File: config.mk
export PLATFORM = sky130hd
export DESIGN_NAME = shingle_minhash
export DESIGN_NICKNAME = d
export VERILOG_FILES = /design/src/rtl/core/shm_pkg.sv /design/src/rtl/core/shingle_minhash.sv
export SDC_FILE = /design/constraint.sdc
export NUM_CORES = 2
export LEC_CHECK = 0
export BUFFER_PORTS_ARGS = -buffer_cell sky130_fd_sc_hd__buf_2
export CELL_PAD_IN_SITES_DETAIL_PLACEMENT = 1
export CELL_PAD_IN_SITES_GLOBAL_PLACEMENT = 1
export CORE_MARGIN = 5
export CORE_UTILIZATION = 40
export DETAILED_ROUTE_END_ITERATION = 12
export GPL_TIMING_DRIVEN = 0
export PLACE_DENSITY = 0.62
export SLEW_MARGIN = 20
export SYNTH_ARGS = -nofsm -noshare
export SYNTH_HDL_FRONTEND = slang
export SYNTH_SLANG_ARGS = --single-unit
export TNS_END_PERCENT = 30
File: constraint.sdc
create_clock -name clock -period 12.35 [get_ports clock]
set_clock_uncertainty 0.1 [all_clocks]
set_input_delay 0.6175 -clock clock [delete_from_list [all_inputs] [get_ports clock]]
set_output_delay 0.6175 -clock clock [all_outputs]
set_load 0.01 [all_outputs]
File: src/rtl/core/shm_pkg.sv
// Package with constants and types shared by the shingle min-hash block.
`timescale 1ns / 1ps
package shm_pkg;

   localparam int MAX_SHINGLE = 8;
   localparam int WIN_IDX_W   = $clog2(MAX_SHINGLE);
   localparam int CNT_W       = $clog2(MAX_SHINGLE + 1);

   localparam logic [7:0] LINE_FEED    = 8'h0A;
   localparam logic [7:0] CARRIAGE_RET = 8'h0D;

   localparam logic [3:0] SHINGLE_RESET = 4'd3;

   // Multiplier constants of the short hash paths
   localparam logic [63:0] P64_2    = 64'hC2B2_AE3D_27D4_EB4F;
   localparam logic [63:0] P64_3    = 64'h1656_67B1_9E37_79F9;
   localparam logic [63:0] RRMX_MUL = 64'h9FB2_1C65_1E98_DF25;

   // Secret words folded together for each length class
   localparam logic [63:0] KEY_EMPTY = 64'h8726_F910_5DC2_1DDC;
   localparam logic [63:0] KEY_1TO3  = 64'h0000_0000_8727_5A9B;
   localparam logic [63:0] KEY_4TO8  = 64'hC73A_B174_C5EC_D5A2;

   localparam logic [63:0] HASH_INIT = 64'hFFFF_FFFF_FFFF_FFFF;

   typedef enum logic [3:0] {
      ST_IDLE,
      ST_DECODE,
      ST_MAIN,
      ST_PRE,
      ST_MUL1,
      ST_MID,
      ST_MUL2,
      ST_POST,
      ST_FINISH,
      ST_EMIT
   } state_type;

   // What follows a finished hash
   typedef enum logic [1:0] {
      CONT_CR,
      CONT_BYTE,
      CONT_FINISH
   } cont_type;

endpackage

File: src/rtl/core/shingle_minhash.sv
// Min-hash of byte shingles over one text line, with a shared 32x32 multiplier.
//
//   channel | direction | handshake           | payload
//   req     | in        | req_valid/req_ready | req_data_byte, req_end_of_buffer
//   rsp     | out       | rsp_valid/rsp_ready | rsp_cluster_hash, rsp_short_string
//   csr     | in        | csr_valid/csr_ready | csr_shingle_size
//
// One short hash is made of two 64-bit multiplies, each built from three partial products
// of the single 32x32 multiplier, and a byte that closes a window makes one such hash.
// A held carriage return that enters the string adds one more hash, and a short string
// at the end adds one more. Ending a string passes through the finish and emit states,
// and the emit state loads the result into the output register.
// Reset is synchronous and clears the state, window, count, minimum, flags and output valid.
// The result sits in an output register; a new result waits until the previous one is taken.
`timescale 1ns / 1ps
module shingle_minhash (
   input  logic        clock,
   input  logic        reset,
   input  logic        req_valid,
   output logic        req_ready,
   input  logic [7:0]  req_data_byte,
   input  logic        req_end_of_buffer,
   output logic        rsp_valid,
   input  logic        rsp_ready,
   output logic [63:0] rsp_cluster_hash,
   output logic        rsp_short_string,
   input  logic        csr_valid,
   output logic        csr_ready,
   input  logic [3:0]  csr_shingle_size
);

   localparam int MS = shm_pkg::MAX_SHINGLE;
   localparam int IW = shm_pkg::WIN_IDX_W;
   localparam int CW = shm_pkg::CNT_W;

   shm_pkg::state_type state_ff, state_in;
   shm_pkg::cont_type  cont_ff, cont_in;

   logic [MS-1:0][7:0] win_ff, win_in;
   logic [CW-1:0]      count_ff, count_in;
   logic [63:0]        min_ff, min_in;
   logic               pending_ff, pending_in;
   logic               skipping_ff, skipping_in;
   logic [3:0]         shingle_ff, shingle_in;
   logic [7:0]         byte_ff, byte_in;
   logic               last_ff, last_in;
   logic [3:0]         n_ff, n_in;
   logic [63:0]        acc_ff, acc_in;
   logic [63:0]        prod_ff, prod_in;
   logic [63:0]        sum_ff, sum_in;
   logic [1:0]         step_ff, step_in;
   logic [63:0]        res_ff, res_in;
   logic               res_short_ff, res_short_in;
   logic               rsp_valid_ff, rsp_valid_in;
   logic [63:0]        rsp_hash_ff, rsp_hash_in;
   logic               rsp_short_ff, rsp_short_in;

   logic [CW-1:0] wsize;
   logic [CW-1:0] cnt_inc;
   logic          is_lf, is_cr;
   logic          path_a;
   logic [63:0]   seed;
   logic [63:0]   hash_out;
   logic [63:0]   mul_k;
   logic [31:0]   mul_a, mul_b;
   logic [63:0]   mul_p;

   // Clamp the window size to 1..MAX_SHINGLE
   always_comb begin
      if (shingle_ff == 4'd0) begin
         wsize = CW'(1);
      end else if (32'(shingle_ff) > MS) begin
         wsize = CW'(MS);
      end else begin
         wsize = CW'(shingle_ff);
      end
   end

   assign cnt_inc = (32'(count_ff) < MS) ? count_ff + CW'(1) : count_ff;
   assign is_lf   = (byte_ff == shm_pkg::LINE_FEED);
   assign is_cr   = (byte_ff == shm_pkg::CARRIAGE_RET);
   assign path_a  = (n_ff < 4'd4);

   // Starting word of the hash from the newest n bytes of the window
   always_comb begin
      logic [IW-1:0] base;
      logic [IW-1:0] mid_idx;
      logic [31:0]   comb_w;
      logic [31:0]   head32;
      logic [31:0]   tail32;
      base    = IW'(MS - 32'(n_ff));
      mid_idx = base + IW'(n_ff >> 1);
      comb_w  = {win_ff[mid_idx], win_ff[base], 4'd0, n_ff, win_ff[MS-1]};
      head32  = {win_ff[base + IW'(3)], win_ff[base + IW'(2)],
                 win_ff[base + IW'(1)], win_ff[base]};
      tail32  = {win_ff[MS-1], win_ff[MS-2], win_ff[MS-3], win_ff[MS-4]};
      if (n_ff == 4'd0) begin
         seed = shm_pkg::KEY_EMPTY;
      end else if (path_a) begin
         seed = {32'd0, comb_w} ^ shm_pkg::KEY_1TO3;
      end else begin
         seed = ({32'd0, tail32} + {head32, 32'd0}) ^ shm_pkg::KEY_4TO8;
      end
   end

   assign hash_out = path_a ? (sum_ff ^ (sum_ff >> 32)) : (sum_ff ^ (sum_ff >> 28));

   // Shared multiplier: low 64 bits of acc * k from three partial products
   always_comb begin
      if (state_ff == shm_pkg::ST_MUL1) begin
         mul_k = path_a ? shm_pkg::P64_2 : shm_pkg::RRMX_MUL;
      end else begin
         mul_k = path_a ? shm_pkg::P64_3 : shm_pkg::RRMX_MUL;
      end
      case (step_ff)
         2'd0: begin
            mul_a = acc_ff[31:0];
            mul_b = mul_k[31:0];
         end
         2'd1: begin
            mul_a = acc_ff[63:32];
            mul_b = mul_k[31:0];
         end
         default: begin
            mul_a = acc_ff[31:0];
            mul_b = mul_k[63:32];
         end
      endcase
   end

   assign mul_p = {32'd0, mul_a} * {32'd0, mul_b};

   // Next state
   always_comb begin
      state_in = state_ff;
      case (state_ff)
         shm_pkg::ST_IDLE: begin
            if (req_valid) state_in = shm_pkg::ST_DECODE;
         end
         shm_pkg::ST_DECODE: begin
            if (skipping_ff) begin
               state_in = shm_pkg::ST_IDLE;
            end else if (pending_ff && !is_lf && cnt_inc >= wsize) begin
               state_in = shm_pkg::ST_PRE;
            end else begin
               state_in = shm_pkg::ST_MAIN;
            end
         end
         shm_pkg::ST_MAIN: begin
            if (is_lf) begin
               state_in = shm_pkg::ST_FINISH;
            end else if (is_cr && !last_ff) begin
               state_in = shm_pkg::ST_IDLE;
            end else if (cnt_inc >= wsize) begin
               state_in = shm_pkg::ST_PRE;
            end else begin
               state_in = last_ff ? shm_pkg::ST_FINISH : shm_pkg::ST_IDLE;
            end
         end
         shm_pkg::ST_PRE: state_in = shm_pkg::ST_MUL1;
         shm_pkg::ST_MUL1: begin
            if (step_ff == 2'd3) state_in = shm_pkg::ST_MID;
         end
         shm_pkg::ST_MID: state_in = shm_pkg::ST_MUL2;
         shm_pkg::ST_MUL2: begin
            if (step_ff == 2'd3) state_in = shm_pkg::ST_POST;
         end
         shm_pkg::ST_POST: begin
            case (cont_ff)
               shm_pkg::CONT_CR:   state_in = shm_pkg::ST_MAIN;
               shm_pkg::CONT_BYTE: state_in = last_ff ? shm_pkg::ST_FINISH : shm_pkg::ST_IDLE;
               default:            state_in = shm_pkg::ST_EMIT;
            endcase
         end
         shm_pkg::ST_FINISH: begin
            state_in = (count_ff < wsize) ? shm_pkg::ST_PRE : shm_pkg::ST_EMIT;
         end
         shm_pkg::ST_EMIT: begin
            if (!rsp_valid_ff) state_in = shm_pkg::ST_IDLE;
         end
         default: state_in = shm_pkg::ST_IDLE;
      endcase
   end

   // Datapath and outputs
   always_comb begin
      win_in       = win_ff;
      count_in     = count_ff;
      min_in       = min_ff;
      pending_in   = pending_ff;
      skipping_in  = skipping_ff;
      shingle_in   = csr_valid ? csr_shingle_size : shingle_ff;
      byte_in      = byte_ff;
      last_in      = last_ff;
      n_in         = n_ff;
      acc_in       = acc_ff;
      prod_in      = prod_ff;
      sum_in       = sum_ff;
      step_in      = 2'd0;
      cont_in      = cont_ff;
      res_in       = res_ff;
      res_short_in = res_short_ff;
      rsp_valid_in = rsp_valid_ff && !rsp_ready;
      rsp_hash_in  = rsp_hash_ff;
      rsp_short_in = rsp_short_ff;
      case (state_ff)
         shm_pkg::ST_IDLE: begin
            if (req_valid) begin
               byte_in = req_data_byte;
               last_in = req_end_of_buffer;
            end
         end
         shm_pkg::ST_DECODE: begin
            if (skipping_ff) begin
               skipping_in = !last_ff;
            end else if (pending_ff) begin
               pending_in = 1'b0;
               if (!is_lf) begin
                  // the held carriage return enters the string
                  win_in   = {shm_pkg::CARRIAGE_RET, win_ff[MS-1:1]};
                  count_in = cnt_inc;
                  n_in     = 4'(wsize);
                  cont_in  = shm_pkg::CONT_CR;
               end
            end
         end
         shm_pkg::ST_MAIN: begin
            if (is_lf) begin
               skipping_in = !last_ff;
            end else if (is_cr && !last_ff) begin
               pending_in = 1'b1;
            end else begin
               win_in   = {byte_ff, win_ff[MS-1:1]};
               count_in = cnt_inc;
               n_in     = 4'(wsize);
               cont_in  = shm_pkg::CONT_BYTE;
            end
         end
         shm_pkg::ST_PRE: begin
            acc_in = path_a ? (seed ^ (seed >> 33))
                            : (seed ^ {seed[14:0], seed[63:15]} ^ {seed[39:0], seed[63:40]});
         end
         shm_pkg::ST_MUL1, shm_pkg::ST_MUL2: begin
            step_in = step_ff + 2'd1;
            prod_in = mul_p;
            case (step_ff)
               2'd0:    sum_in = sum_ff;
               2'd1:    sum_in = prod_ff;
               default: sum_in = sum_ff + {prod_ff[31:0], 32'd0};
            endcase
         end
         shm_pkg::ST_MID: begin
            acc_in = path_a ? (sum_ff ^ (sum_ff >> 29))
                            : (sum_ff ^ ((sum_ff >> 35) + {60'd0, n_ff}));
         end
         shm_pkg::ST_POST: begin
            if (cont_ff == shm_pkg::CONT_FINISH) begin
               res_in       = hash_out;
               res_short_in = 1'b1;
            end else if (hash_out < min_ff) begin
               min_in = hash_out;
            end
         end
         shm_pkg::ST_FINISH: begin
            cont_in = shm_pkg::CONT_FINISH;
            n_in    = 4'(count_ff);
            if (count_ff >= wsize) begin
               res_in       = min_ff;
               res_short_in = 1'b0;
            end
         end
         shm_pkg::ST_EMIT: begin
            if (!rsp_valid_ff) begin
               rsp_valid_in = 1'b1;
               rsp_hash_in  = res_ff;
               rsp_short_in = res_short_ff;
               win_in       = '0;
               count_in     = '0;
               min_in       = shm_pkg::HASH_INIT;
               pending_in   = 1'b0;
            end
         end
         default: begin
            step_in = 2'd0;
         end
      endcase
   end

   always_ff @(posedge clock) begin
      if (reset) begin
         state_ff     <= shm_pkg::ST_IDLE;
         win_ff       <= '0;
         count_ff     <= '0;
         min_ff       <= shm_pkg::HASH_INIT;
         pending_ff   <= 1'b0;
         skipping_ff  <= 1'b0;
         shingle_ff   <= shm_pkg::SHINGLE_RESET;
         step_ff      <= 2'd0;
         rsp_valid_ff <= 1'b0;
      end else begin
         state_ff     <= state_in;
         win_ff       <= win_in;
         count_ff     <= count_in;
         min_ff       <= min_in;
         pending_ff   <= pending_in;
         skipping_ff  <= skipping_in;
         shingle_ff   <= shingle_in;
         step_ff      <= step_in;
         rsp_valid_ff <= rsp_valid_in;
      end
   end

   always_ff @(posedge clock) begin
      cont_ff      <= cont_in;
      byte_ff      <= byte_in;
      last_ff      <= last_in;
      n_ff         <= n_in;
      acc_ff       <= acc_in;
      prod_ff      <= prod_in;
      sum_ff       <= sum_in;
      res_ff       <= res_in;
      res_short_ff <= res_short_in;
      rsp_hash_ff  <= rsp_hash_in;
      rsp_short_ff <= rsp_short_in;
   end

   assign req_ready        = (state_ff == shm_pkg::ST_IDLE);
   assign csr_ready        = 1'b1;
   assign rsp_valid        = rsp_valid_ff;
   assign rsp_cluster_hash = rsp_hash_ff;
   assign rsp_short_string = rsp_short_ff;

`ifndef SYNTHESIS
   a_count_bound: assert property (@(posedge clock) disable iff (reset)
      32'(count_ff) <= MS)
      else $error("string count beyond window depth");

   a_cr_not_skipping: assert property (@(posedge clock) disable iff (reset)
      !(pending_ff && skipping_ff))
      else $error("held carriage return while skipping");

   a_step_idle: assert property (@(posedge clock) disable iff (reset)
      (step_ff != 2'd0) |-> (state_ff == shm_pkg::ST_MUL1 || state_ff == shm_pkg::ST_MUL2))
      else $error("multiplier step outside multiply states");

   a_rsp_drop: assert property (@(posedge clock) disable iff (reset)
      (rsp_valid && rsp_ready) |=> !rsp_valid)
      else $error("result reloaded in the cycle after a transaction");
`endif

endmodule

# [Word-level counts from Yosys, hierarchy flattened]
# Cells that the tools add are included.
[word_totals] regBits=482 in_bits=18
[op_classes] bitwise=12 n_mul=1 n_addsub=10 n_reduce_logical=31 muxes=83 order_cmp=12 eq_ne=30
[ops] operator="$mux 64" n=18
[ops] operator="$pmux 64 s2" n=4
[ops] operator="$pmux 64 s3" n=1
[ops] operator="$xor 64x64->64" n=2
[ops] operator="$bmux 8 s3" n=5
[ops] operator="$mux 4" n=22
[ops] operator="$add 32x64->64" n=1
[ops] operator="$add 64x64->64" n=1
[ops] operator="$lt 64x64->1" n=1
[ops] operator="$mul 32x32->64" n=1
[ops] operator="$mux 32" n=2
[ops] operator="$xor 64x30->64" n=1
[ops] operator="$xor 64x31->64" n=1
[ops] operator="$xor 64x32->64" n=1
[ops] operator="$xor 64x35->64" n=1
[ops] operator="$xor 64x36->64" n=1
[ops] operator="$mux 63" n=1
[ops] operator="$mux 8" n=5
[ops] operator="$pmux 4 s10" n=1
[ops] operator="$not 34->34" n=1
[ops] operator="$add 29x4->30" n=1
[ops] operator="$ne 2x2->1 const B" n=14
[ops] operator="$pmux 4 s3" n=2
[ops] operator="$lt 3x4->1 const B" n=5
[ops] operator="other kinds (40)" n=86

# [Logic depth before layout (Yosys ltp)]
[logic_depth] depth_word=12 ltp_mapped=36 ltp_nobuf=33

# [Worst setup path after synthesis]
# Ideal clock, no wire load.
[synth_path] path_kind="flip-flop to flip-flop" start="register step_ff[0]" end="register prod_ff[62], data pin" stages_incl_launch_ff=31 required_time_ns=11.986 arrival_ns=8.765 synth_period_minus_slack_ns=9.129 path_buffers=4 setup_slack_ns=3.221 cell_sequence="dfxtp_1 -> ha_1 -> clkbuf_1 -> buf_1 -> buf_1 -> mux2_2 -> inv_1 -> clkbuf_1 -> nor2_1 -> fa_1 -> inv_1 -> fa_1 -> fa_1 -> fa_1 -> inv_1 -> fa_1 -> fa_1 -> fa_1 -> inv_1 -> fa_1 -> inv_1 -> ha_1 -> a21oi_1 -> o21ai_0 -> a221o_1 -> a222oi_1 -> a2111o_1 -> a21oi_1 -> a31o_2 -> a221oi_1 -> xnor2_1"
[synth_via] elab_chain_len=4 elab_cells_between_ends=6 classes_between="1 x mul; 1 x eq/ne; 2 x mux; 2 x reduce/logical"
[synth_lines] element="from (decl)" line="shingle_minhash.sv:51" text="logic [1:0] step_ff, step_in;"
[synth_lines] element="from (signal assigned)" line="shingle_minhash.sv:308" text="step_ff <= step_in;"
[synth_lines] element="$eq 2x1->1 / $logic_not 2->1 (equally long branches)" line="shingle_minhash.sv:115" text="case (step_ff)"
[synth_lines] element="$reduce_or 2->1 (no line)"
[synth_lines] element="$mux 32" line="shingle_minhash.sv:115"
[synth_lines] element="$mul 32x32->64 *" line="shingle_minhash.sv:131" text="assign mul_p = {32'd0, mul_a} * {32'd0, mul_b};"
[synth_lines] element="net mul_p[62]" line="shingle_minhash.sv:66" text="logic [63:0] mul_p;"
[synth_lines] element="to (signal assigned)" line="shingle_minhash.sv:319" text="prod_ff <= prod_in;"
[synth_lines] element="to (decl)" line="shingle_minhash.sv:49" text="logic [63:0] prod_ff, prod_in;"
# The timed path passes the listed nets; every way through them passes the cells marked *.
# A chain may end at the register's enable or synchronous reset.

# [Worst setup path after layout]
[layout_path] start="register n_ff[3]" end="register prod_ff[50], data pin"
[layout_via] elab_chain_len=5 elab_cells_between_ends=6 classes_between="1 x mul; 1 x order compare; 4 x mux"
[layout_lines] element="from (decl)" line="shingle_minhash.sv:47" text="logic [3:0] n_ff, n_in;"
[layout_lines] element="from (signal assigned)" line="shingle_minhash.sv:317" text="n_ff <= n_in;"
[layout_lines] element="$lt 4x3->1 *" line="shingle_minhash.sv:82" text="assign path_a = (n_ff < 4'd4);"
[layout_lines] element="$mux 63 / $mux 64 (equally long branches)" line="shingle_minhash.sv:111, shingle_minhash.sv:113"
[layout_lines] element="$mux 64 *" line="shingle_minhash.sv:110" text="if (state_ff == shm_pkg::ST_MUL1) begin"
[layout_lines] element="$mux 32 *" line="shingle_minhash.sv:115"
[layout_lines] element="$mul 32x32->64 *" line="shingle_minhash.sv:131"
[layout_lines] element="net mul_p[50]" line="shingle_minhash.sv:66"
# Marks and branches as above.

==> results.toml <==
[outcome]
status = "completed"

[worst_setup_path]
critPathMostFrequentCell = "fa_1"
r2r_slack_ns = 0.009
crit_required_ns = 12.59
critPathLaunchType = "register"
slowest_stage = "buf_1"
crit_fanout = 10
crit_arrival_ns = 12.59
end_kind = "register"
cpPeakStageDelay_ns = 0.94
worstSetupPathType = "register to register"

[synthesis]
postSynthAreaPerCell_sq_um = 9.54
muxShareOfSynthArea_pct = 4.89
netlist_top_cells_count = "inv_1, fa_1, nor2_1"
synthAdderAreaFrac_pct = 38.8
synth-seq-cells = 482
synth_fp_nets = 7416
yosys.area_share.simple_pct = 11.9
yosysTopAreaCell = "fa_1"
synth_top_area_share_pct = 30.4
yosysMostFrequentCell = "inv_1"
netlist_area_sq_um = 58400
synth_cell_type_count = 84
synth_top_family_by_area = "adder cells"
synth_ff_type = "edfxtp_1"
synth.top_cells.by_area = "fa_1, edfxtp_1, ha_1, inv_1, dfxtp_1"
synth_warnings = 0
ys_seq_area_share_pct = 22.3
synth_edf_count = 337
synthXorXnorAreaFrac_pct = 4.96
syn_inst = 6121
synth_compound_area_share_pct = 7.91
async_flop_share_pct = 0

[sta]
relSlewSlack_pct = 10.4
tightest_slew_ns = 1.34
finalCritPeriodShare_pct = 99.9
drv_slew = 0
whs_ns = 0.0708
hold_viol_final = 0
tns_ns = 0
final-setup-viol-count = 0
period_needed_ns = 12.34
max_freq_mhz = 81.0
rsz0062_at_grt = "true"

[min_path]
worstHoldPathType = "primary input to register"

[placed_design]
place.port_buffers = 84
gp_congestion = 0.995
dpl.hpwl_um = 212000

[cts]
clockBufferDepth = 3
post-cts-setup-buffers = 0
path_clk_slew_ns = 0.06
cts_root_buf = "clkbuf_16"
numCtsBuffers = 49
cts_resized = 14
clock-sinks = 482
htree_levels = 2
hold_buffers = 0
clk_latency_ns = 0.63
cts_tree = "yes"

[die]
die_y_um = 392
core_area_sq_um = 145000
io_pins = 86
die_w_um = 392
die_area_sq_um = 154000
rows = 140
start_util_pct = 40.1

[global_routing]
grt_pass1_vias = 48900
overflow = 0
antenna_found_initial = 10
grt_pass1_wl_um = 357000
grtUsageTotal_pct = 32.6
grt_max_degree = 61

[drt]
vias = 46900
drt_pass1_iterations = 6
wl_um = 251000
detailedRoute.firstIterationViolations = 4394
wire_per_inst_um = 30.5
drc = 0
ant_nets = 0
viasPerCell = 5.70

[cells_and_area]
fillerInstances = 16800
drive_above_1_share_pct = 6.52
syn_to_final_growth_pct = 8.25
fin_nets = 7559
multiInputGateArea_sq_um = 40100
final-seq-area_sq_um = 13000

[run]
drv_cap = 0
## layout by cell type, fill, tap and decap left out, types with 23 or more instances in the layout
cell       netlist  final
a21boi_0        33     33
clkbuf_2         0     34
a21oi_1        211    211
nor2_1         684    669
nor3_1          76     75
clkbuf_16        0     51
o211ai_1        23     23
ha_1           390    390
o21ai_0        227    227
fa_1           887    887
buf_2           24    113
a31oi_1         25     25
a21o_1          67     66
nand3_1         84     84
mux2_2          41     41
nand2_1        666    659
edfxtp_1       337    337
xnor2_1        236    236
nand4_1         32     32
dfxtp_1        145    145
a211oi_1        23     23
xor2_1          91     91
mux4_2          56     56
mux2i_1        113    112
clkbuf_1       256    230
inv_1         1066   1065
and2_1          48     48
## path summary, 6_finish.rpt
check	from	end	depth (start not counted)
worst max register to register	n_ff[3]$_DFFE_PP_	prod_ff[50]$_DFFE_PN_	31
worst min-delay path	req_data_byte[3]	byte_ff[3]$_DFFE_PP_	1
worst max-delay path	n_ff[3]$_DFFE_PP_	prod_ff[50]$_DFFE_PN_	31
worst min register to register	res_ff[48]$_DFFE_PP_	rsp_cluster_hash[48]$_DFFE_PP_	0
## final cells by class
class | instances | share of cell area, %
Multi-Input combinational cell | 4237 | 63.4
Antenna cell | 2 | 0.00792
Clock inverter | 18 | 0.216
Inverter | 1086 | 6.46
Tap cell | 1917 | 3.80
Sequential cell | 482 | 20.6
Buffer | 313 | 2.17
Timing Repair Buffer | 95 | 1.02
Clock buffer | 74 | 2.33
## stage by stage
stage	area [sq um]	setup slack, ns	util [%]	cells
floorplan	58400	3.22	-	6121
global placement	61200	-1.53	42.1	8122
detailed placement	61500	-0.775	42.3	8133
CTS	63100	0.0378	43.4	8225
global route	63200	-0.0270	43.5	8222
finish	63200	0.00862	43.5	8224
## critical path, delay by kind of cell, from the launching register on
kind | cells | cell delay, ns
and+or+nand+nor | 6 | 1.80
DFF | 1 | 0.61
xor gates and xnor gates | 1 | 0.17
buffers and inverters | 10 | 2.45
adders and majority gates | 9 | 4.65
AOI/OAI and AO/OA | 5 | 2.20
## logic make-up (layout without fill, tap and decap cells)
| family | after synthesis | count (layout) |
|---|---|---|
| compound gates | 747 | 747 |
| xor+xnor | 329 | 329 |
| fa+ha+maj | 1277 | 1277 |
| buf+inv | 1402 | 1586 |
| flops | 482 | 482 |
| mux | 210 | 210 |
| other cells | 1 | 3 |
| simple gates | 1673 | 1673 |
## state kept, by name, indices dropped and copies added (netlist names), 2 cells and up
register / count
acc_ff: 64
byte_ff: 8
cont_ff: 2
count_ff: 4
min_ff: 64
n_ff: 4
prod_ff: 64
res_ff: 64
rsp_cluster_hash: 64
shingle_ff: 4
state_ff: 4
step_ff: 2
sum_ff: 64
win_ff: 64
## layer usage
layer	wire length (um)	global-route usage, %
met4	11500	11.7
met3	21700	5.58
met2	108000	49.0
met1	109000	47.5
met5	27	0
Power is not shown: default switching activity piles up to over one toggle a cycle in this logic, so the estimate is an artifact.
